[src/sv/nlsp_pkg.sv]
// shared constants and types for the normalised linear stereo pan
package nlsp_pkg;

    localparam int SAMPLE_BITS = 24;

    // pan level is unsigned q0.24 with 1.0 allowed
    localparam int LEVEL_W = 25;
    localparam logic [LEVEL_W-1:0] ONE_Q24 = LEVEL_W'(1 << 24);

    localparam int FC_W   = 16;
    localparam int STEP_W = 25;

    localparam int CFG_IDX_W  = 1;
    localparam int CFG_DATA_W = 25;
    localparam logic [CFG_IDX_W-1:0] CFG_FRAME_COUNT = 1'd0;
    localparam logic [CFG_IDX_W-1:0] CFG_PAN_STEP    = 1'd1;

    localparam logic [FC_W-1:0]   FRAME_COUNT_RST = FC_W'(48000);
    localparam logic [STEP_W-1:0] PAN_STEP_RST    = STEP_W'(350);

    // l^2 + r^2 fits in 49 bits, held in an even width for the root
    localparam int RAD_W  = 2 * LEVEL_W;
    localparam int ROOT_W = RAD_W / 2;
    localparam int REM_W  = ROOT_W + 2;

    // gains are unsigned q0.23 with 1.0 allowed
    localparam int GAIN_FRAC = 23;
    localparam int GAIN_W    = GAIN_FRAC + 1;
    localparam int PROD_W    = SAMPLE_BITS + GAIN_W + 1;

    localparam int ROOT_STEPS = ROOT_W;
    localparam int DIV_STEPS  = GAIN_W;
    localparam int CNT_W      = $clog2(ROOT_STEPS);

    typedef struct packed {
        logic load;
        logic square;
        logic root_load;
        logic root_step;
        logic div_load;
        logic div_step;
        logic scale;
    } cmd_t;

    typedef struct packed {
        logic out_free;
    } status_t;

endpackage

[src/sv/nlsp_ctrl.sv]
// sequencer for the pan: squares, root iterations, divide iterations, scaling
module nlsp_ctrl (
    input  logic              aclk,
    input  logic              aresetn,
    input  logic              s_valid,
    output logic              s_ready,
    input  nlsp_pkg::status_t status,
    output nlsp_pkg::cmd_t    cmd
);

    typedef enum logic [6:0] {
        ST_IDLE      = 7'b0000001,
        ST_SQUARE    = 7'b0000010,
        ST_ROOT_LOAD = 7'b0000100,
        ST_ROOT      = 7'b0001000,
        ST_DIV_LOAD  = 7'b0010000,
        ST_DIV       = 7'b0100000,
        ST_SCALE     = 7'b1000000
    } state_t;

    state_t state_reg, state_next;
    logic [nlsp_pkg::CNT_W-1:0] cnt_reg, cnt_next;

    always_ff @(posedge aclk) begin
        if (!aresetn) begin
            state_reg <= ST_IDLE;
            cnt_reg   <= '0;
        end else begin
            state_reg <= state_next;
            cnt_reg   <= cnt_next;
        end
    end

    always_comb begin
        state_next = state_reg;
        cnt_next   = cnt_reg;
        unique case (state_reg)
            ST_IDLE: begin
                if (s_valid) begin
                    state_next = ST_SQUARE;
                end
            end
            ST_SQUARE: begin
                state_next = ST_ROOT_LOAD;
            end
            ST_ROOT_LOAD: begin
                state_next = ST_ROOT;
                cnt_next   = '0;
            end
            ST_ROOT: begin
                cnt_next = cnt_reg + 1'b1;
                if (cnt_reg == nlsp_pkg::CNT_W'(nlsp_pkg::ROOT_STEPS - 1)) begin
                    state_next = ST_DIV_LOAD;
                end
            end
            ST_DIV_LOAD: begin
                state_next = ST_DIV;
                cnt_next   = '0;
            end
            ST_DIV: begin
                cnt_next = cnt_reg + 1'b1;
                if (cnt_reg == nlsp_pkg::CNT_W'(nlsp_pkg::DIV_STEPS - 1)) begin
                    state_next = ST_SCALE;
                end
            end
            ST_SCALE: begin
                // hold until the output register can take the beat
                if (status.out_free) begin
                    state_next = ST_IDLE;
                end
            end
            default: begin
                state_next = ST_IDLE;
            end
        endcase
    end

    assign s_ready = (state_reg == ST_IDLE);

    always_comb begin
        cmd.load      = (state_reg == ST_IDLE) && s_valid;
        cmd.square    = (state_reg == ST_SQUARE);
        cmd.root_load = (state_reg == ST_ROOT_LOAD);
        cmd.root_step = (state_reg == ST_ROOT);
        cmd.div_load  = (state_reg == ST_DIV_LOAD);
        cmd.div_step  = (state_reg == ST_DIV);
        cmd.scale     = (state_reg == ST_SCALE) && status.out_free;
    end

endmodule

[config.mk]
export PLATFORM = sky130hd
export DESIGN_NAME = nlsp_ctrl
export DESIGN_NICKNAME = d
export VERILOG_FILES = /design/src/sv/nlsp_pkg.sv /design/src/sv/nlsp_ctrl.sv
export SDC_FILE = /design/constraint.sdc
export NUM_CORES = 1
export LEC_CHECK = 0
export BUFFER_PORTS_ARGS = -buffer_cell sky130_fd_sc_hd__buf_2
export CAP_MARGIN = 40
export CELL_PAD_IN_SITES_DETAIL_PLACEMENT = 1
export CELL_PAD_IN_SITES_GLOBAL_PLACEMENT = 1
export CORE_MARGIN = 2
export CORE_UTILIZATION = 44
export DETAILED_ROUTE_END_ITERATION = 10
export PLACE_DENSITY_LB_ADDON = 0.1
export SYNTH_ARGS = -nofsm -noshare
export SYNTH_HDL_FRONTEND = slang
export SYNTH_SLANG_ARGS = --single-unit
[constraint.sdc]
create_clock -name aclk -period 4.89 [get_ports aclk]
set_input_delay 1.2225 -clock aclk [delete_from_list [all_inputs] [get_ports aclk]]
set_output_delay 1.2225 -clock aclk [all_outputs]
set_load 0.02 [all_outputs]
== Word-level counts from Yosys, hierarchy flattened ==
Index checks and enable logic that the tools add are counted.
Word-level totals
  bits in registers: 12
  input bits: 4
  output and inout port bits: 8
  word-level logic and storage cells: 28
Cells by class
  add/sub/neg operators: 1
  eq/ne operators: 13
  muxes and demuxes: 6
  reductions and logical operators: 6
Operators by type and width (number)
  $pmux 7 s7: 1
  $mux 7: 4
  $eq 5x5->1 const B: 2
  $pmux 5 s2: 1
  $eq 7x1->1 const B: 1
  $eq 7x2->1 const B: 1
  $eq 7x3->1 const B: 1
  $eq 7x4->1 const B: 1
  $eq 7x5->1 const B: 1
  $eq 7x6->1 const B: 1
  $eq 7x7->1 const B: 1
  $add 5x1->5 const B: 1
  $ne 2x1->1 const B: 2
  $ne 2x2->1 const B: 2
  $reduce_and 4->1: 1
  $reduce_or 2->1: 2
  $logic_and 1x1->1: 2
  $reduce_bool 2->1: 1

== Depth between registers and ports, before layout ==
Gate-level depths: netlist of run 1.
  word-level depth: 3
  depth in mapped cells: 5
  gate-level depth less buffers: 5

== Worst setup path before layout of run 1 ==
No wires, ideal clock.
  path type: in2out
  start point: in status
  end point: out cmd[0] (netlist name)
  arrival: 1.503 ns
  data required time: 3.668 ns
  slack: 2.164 ns
  cell stages on the path: 1
  path buffers: 0
  path through: and4_1
Between the ends
  word-level cells in the longest chain between the ends: 1
RTL lines
  start, declared: line nlsp_ctrl.sv:7  | input nlsp_pkg::status_t status,
  $logic_and 1x1->1: line nlsp_ctrl.sv:87  | cmd.scale = (state_reg == ST_SCALE) && status.out_free;
  end, declared: line nlsp_ctrl.sv:8  | output nlsp_pkg::cmd_t cmd
No other way between the ends.

==> flow_summary.ini, run 1 <==
[status]
outcome = complete, no violations

[layout]
final_nets = 115
drive_gt1_share_pct = 20.6
fillers = 236
fin_cells = 132
syn_to_final_growth_pct = 7.67
antennaDiodeCount = 0
largest_register_ff_count = 7

[synthesis]
synth_commonest_cells = 12 x dfxtp_1, 10 x inv_1, 9 x nor2_1
synth_edf_count = 0
synthArstFlopShare_pct = 0
synth.most_common_cell = dfxtp_1
yosys.area.top_type = dfxtp_1
netlist_instances = 100
synth_area_um2 = 848
synth_area_leaders = dfxtp_1 28%, inv_1 4.4%, xnor2_1 4.1%
yosys_warnings = 0
ys.flop_type = dfxtp_1
synth-seq-cells = 12
syn_nets = 106
synth-seq-area-share_pct = 28.3
postSynthAreaPerCell_um2 = 8.48
synth_top_area_share_pct = 28.3
yosys.cell_types.count = 42

[cts]
numCtsBuffers = 3
cts_sinks = 12
cts_tree = yes
cts_max_path_buffers = 2
cts_root_buf = clkbuf_4
clock_latency_ns = 0.27
cts-htree-levels = 1
hold_buffers = 0
cts_resized = 0
post_cts_buffers = 0
path_clk_slew_ns = 0.07

[setup_path]
worst-path-buf-inv = 1
path_cells = nor2_1, nand2_1, nor3_1, buf_2
worst_setup_path_start_kind = register
slowest_stage = nor2_1
crit_family = simple AND/OR/NAND/NOR gates
cp-end-kind = output port
cp.arrival_ns = 1.74
max_stage_delay_ns = 0.52
crit_type = reg -> out
crit_fanout = 9
cp.required_ns = 3.67

[timing]
worstMarginPinSlew_ns = 0.566
period_share_pct = 60.6
skew_ns = 0.000579
setup_viol = 0
relSlewSlack_pct = 62.1
period_minus_slack_ns = 2.96
timing.fmax_mhz = 338
rsz0062_at_grt = no
maxSlewViolCount = 0
finalSetupTns_ns = 0
fin_ws_ns = 1.93
fin_hold_ws_ns = 0.535
hold_violations = 0

[placement]
dp_hpwl_mm = 1.56
gp_congestion = 0.790
dp.cells = 129
dpl_worst_slack_ns = 2.00
io_buffers = 11

[flow_run]
cap_violations = 0

[global_routing]
gr-total-overflow = 0
antenna_found_initial = 0
grt_pass1_wl_mm = 3.46
grt_max_degree = 14
grt_pass1_vias = 740
grtUsageTotal_pct = 22.1

[die]
die_h_um = 47.9
die_w_um = 47.9
dieArea_um2 = 2300
rows = 15
initial_core_util_pct = 48.1
core-area_um2 = 1760
boundaryPins = 12

[routing]
vias = 772
route.detailed.drc = 0
drt_iter0_markers = 8
drtPass1Iterations = 4
viasPerCell = 5.85
routedWlPerCell_um = 16.1
wirelength_mm = 2.12
antenna_left = 0

[pwr]
power_density_nw_per_um2 = 260
leakagePower_nw = 0.359
ir_worst_vdd_mv = 0.203

[worst_hold_path]
min_path_type = reg -> reg
## per-stage QoR
| step | power (mW) | area, µm² | utilization (%) |
|---|---|---|---|
| floorplan | 0.164 | 848 | - |
| global placement | 0.177 | 891 | 50.5 |
| detailed placement | 0.178 | 891 | 50.5 |
| CTS | 0.238 | 913 | 51.8 |
| global route | 0.248 | 913 | 51.8 |
| finish | 0.237 | 913 | 51.8 |
## cells in the final DEF, fill, tap and decap left out, types with 2 or more instances in the layout
cell type  instances
nor4_1             2
xnor2_1            4
buf_2             11
or3_1              2
a21oi_1            3
ha_1               2
nand4_1            3
o211ai_1           3
dfxtp_1           12
nand3_1            4
nand2_1            4
clkbuf_4           3
inv_1             10
nand2b_1           2
nor2_1             9
o21ai_0            3
nand4b_1           3
nor3_1             4
## per-layer routing
layer | part of all wire [%] | GRT usage, %
met5 | 0 | 0
met4 | 1.8 | 9.73
met3 | 2.2 | 2.26
met2 | 44 | 34.9
met1 | 52 | 30.2
## final cells by class
cell class	count	area, µm²	area share (%)
Clock buffer	3	22.5	2.47
Inverter	10	37.5	4.11
Multi-Input combinational cell	71	527	57.7
Sequential cell	12	240	26.3
Tap cell	25	31.3	3.42
Timing Repair Buffer	11	55.1	6.03
## power breakdown
group / switching, mW / leakage, nW / internal [mW]
combinational: 0.0367 / 0.248 / 0.0273
sequential: 0.0103 / 0.0972 / 0.102
clock: 0.0327 / 0.0138 / 0.0286
total: 0.0797 / 0.359 / 0.158
## kinds of logic (layout without fill, tap and decap cells)
family	count (synthesis)	count (layout)	share of synthesized area, %
simple gates	44	44	34.1
xor+xnor	5	5	5.16
compound gates	18	18	17.3
mux	1	1	1.33
buf+inv	17	24	9.59
flops	12	12	28.3
fa+ha+maj	3	3	4.28
## worst paths after layout
kind                  endpoint  slack, ns  cells after the start    startpoint
hold / removal      cnt_reg[2]       0.53                      1    cnt_reg[2]
setup reg to reg  state_reg[0]       2.99                      4  state_reg[4]
hold reg to reg     cnt_reg[2]       0.53                      1    cnt_reg[2]
setup / recovery        cmd[5]       1.93                      4  state_reg[2]
(Power assumes the default switching activity.)
==> run 2, diff against run 1 <==
--- a/config.mk
+++ b/config.mk
@@ -10,7 +10,7 @@
 export CELL_PAD_IN_SITES_DETAIL_PLACEMENT = 1
 export CELL_PAD_IN_SITES_GLOBAL_PLACEMENT = 1
 export CORE_MARGIN = 2
-export CORE_UTILIZATION = 44
+export CORE_UTILIZATION = 37
 export DETAILED_ROUTE_END_ITERATION = 10
 export PLACE_DENSITY_LB_ADDON = 0.1
 export SYNTH_ARGS = -nofsm -noshare
==> constraint.sdc (replaced) <==
create_clock -name aclk -period 2.6 [get_ports aclk]
set_input_delay 0.65 -clock aclk [delete_from_list [all_inputs] [get_ports aclk]]
set_output_delay 0.65 -clock aclk [all_outputs]
set_load 0.02 [all_outputs]
==> flow_summary.ini, run 2 (synthesized netlist as in run 1, its figures left out) <==
[status]
outcome = complete, no violations

[setup_path]
cp.arrival_ns = 1.72
worst_setup_path_start_kind = register
cp.required_ns = 1.95
crit_fanout = 9
cp-end-kind = output port
crit_type = reg -> out

[routing]
drtPass1Iterations = 4
drt_iter0_markers = 4
vias = 748
antenna_left = 0
viasPerCell = 5.50
wirelength_mm = 2.10
route.detailed.drc = 0
routedWlPerCell_um = 15.4

[timing]
rsz0062_at_grt = no
setup_viol = 0
timing.fmax_mhz = 422
period_minus_slack_ns = 2.37
period_share_pct = 91.1
worstMarginPinSlew_ns = 0.493
hold_violations = 0
maxSlewViolCount = 0
relSlewSlack_pct = 66.9
finalSetupTns_ns = 0
skew_ns = 0.00573

[global_routing]
antenna_found_initial = 0
use_met1_pct = 23.1
grt_pass1_wl_mm = 3.78
gr-total-overflow = 0
met2_usage_pct = 33.3
grt_pass1_vias = 782
grt_max_degree = 14
grtUsageMet3_pct = 5.17
grt-busiest-layer = met2
grtUsageTotal_pct = 19.1

[flow_run]
cap_violations = 0

[die]
boundaryPins = 12
rows = 17
initial_core_util_pct = 38.7
die_w_um = 51.9
die_h_um = 51.9
dieArea_um2 = 2690
core-area_um2 = 2190

[placement]
gp_congestion = 0.744
dp.cells = 132
dp_hpwl_mm = 1.67
io_buffers = 11

[cts]
cts_max_path_buffers = 2
clock_latency_ns = 0.28
path_clk_slew_ns = 0.09
cts-htree-levels = 1
cts_root_buf = clkbuf_4
cts_sinks = 12
numCtsBuffers = 3
cts_resized = 0
cts_tree = yes
hold_buffers = 0
post_cts_buffers = 0

[layout]
antennaDiodeCount = 0
final_nets = 115
syn_to_final_growth_pct = 9.73
drive_gt1_share_pct = 21.3
fillers = 269
fin_cells = 136
largest_register_ff_count = 7
final_cell_mix = 12 x dfxtp_1, 11 x buf_2, 10 x inv_1
final_common_cell = dfxtp_1

[pwr]
power_density_nw_per_um2 = 525
ir_worst_vdd_mv = 0.239
leakagePower_nw = 0.366

[worst_hold_path]
min_path_type = reg -> reg
run 2: per-layer routing:
metal | up-vias | share of wire [%]
met1 | 356 | 47
met3 | 2 | 3.2
met5 | - | 0
li1 | 377 | -
met2 | 13 | 49
met4 | 0 | 0.67
run 2: final cells by class:
type	instances	area [µm²]	area share [%]
Clock buffer	4	36.3	3.90
Inverter	10	37.5	4.03
Tap cell	28	35.0	3.76
Multi-Input combinational cell	71	527	56.6
Timing Repair Buffer	11	55.1	5.91
Sequential cell	12	240	25.8
run 2: worst max-delay path, stage by stage (launching register included):
cell and delay, ns:
dfxtp_1 0.46, nor2_1 0.45, nand2_1 0.16, nor3_1 0.18, buf_2 0.19
run 2: power breakdown:
group / leakage, nW / internal (mW) / switching (mW) / total (mW)
combinational: 0.248 / 0.0513 / 0.0713 / 0.123
sequential: 0.0972 / 0.191 / 0.0193 / 0.211
clock: 0.0210 / 0.0852 / 0.0699 / 0.155
total: 0.366 / 0.328 / 0.160 / 0.488
run 2: worst paths after layout:
check | from | cells past startpoint | endpoint | slack (ns)
setup / recovery | state_reg[2] | 4 | cmd[5] | 0.23
hold / removal | cnt_reg[2] | 1 | cnt_reg[2] | 0.53
setup reg to reg | state_reg[4] | 4 | state_reg[0] | 0.72
hold reg to reg | cnt_reg[2] | 1 | cnt_reg[2] | 0.53
run 2: through the flow:
step	util [%]	setup slack, ns	cell area (µm²)	power (mW)	hold slack, ns
detailed placement	40.8	0.533	895	0.338	0.515
global route	42.5	0.0498	931	0.518	0.558
global placement	40.8	0.532	895	0.339	0.506
CTS	42.5	0.220	931	0.496	0.537
finish	42.5	0.230	931	0.488	0.529
floorplan	-	0.589	848	0.308	0.472
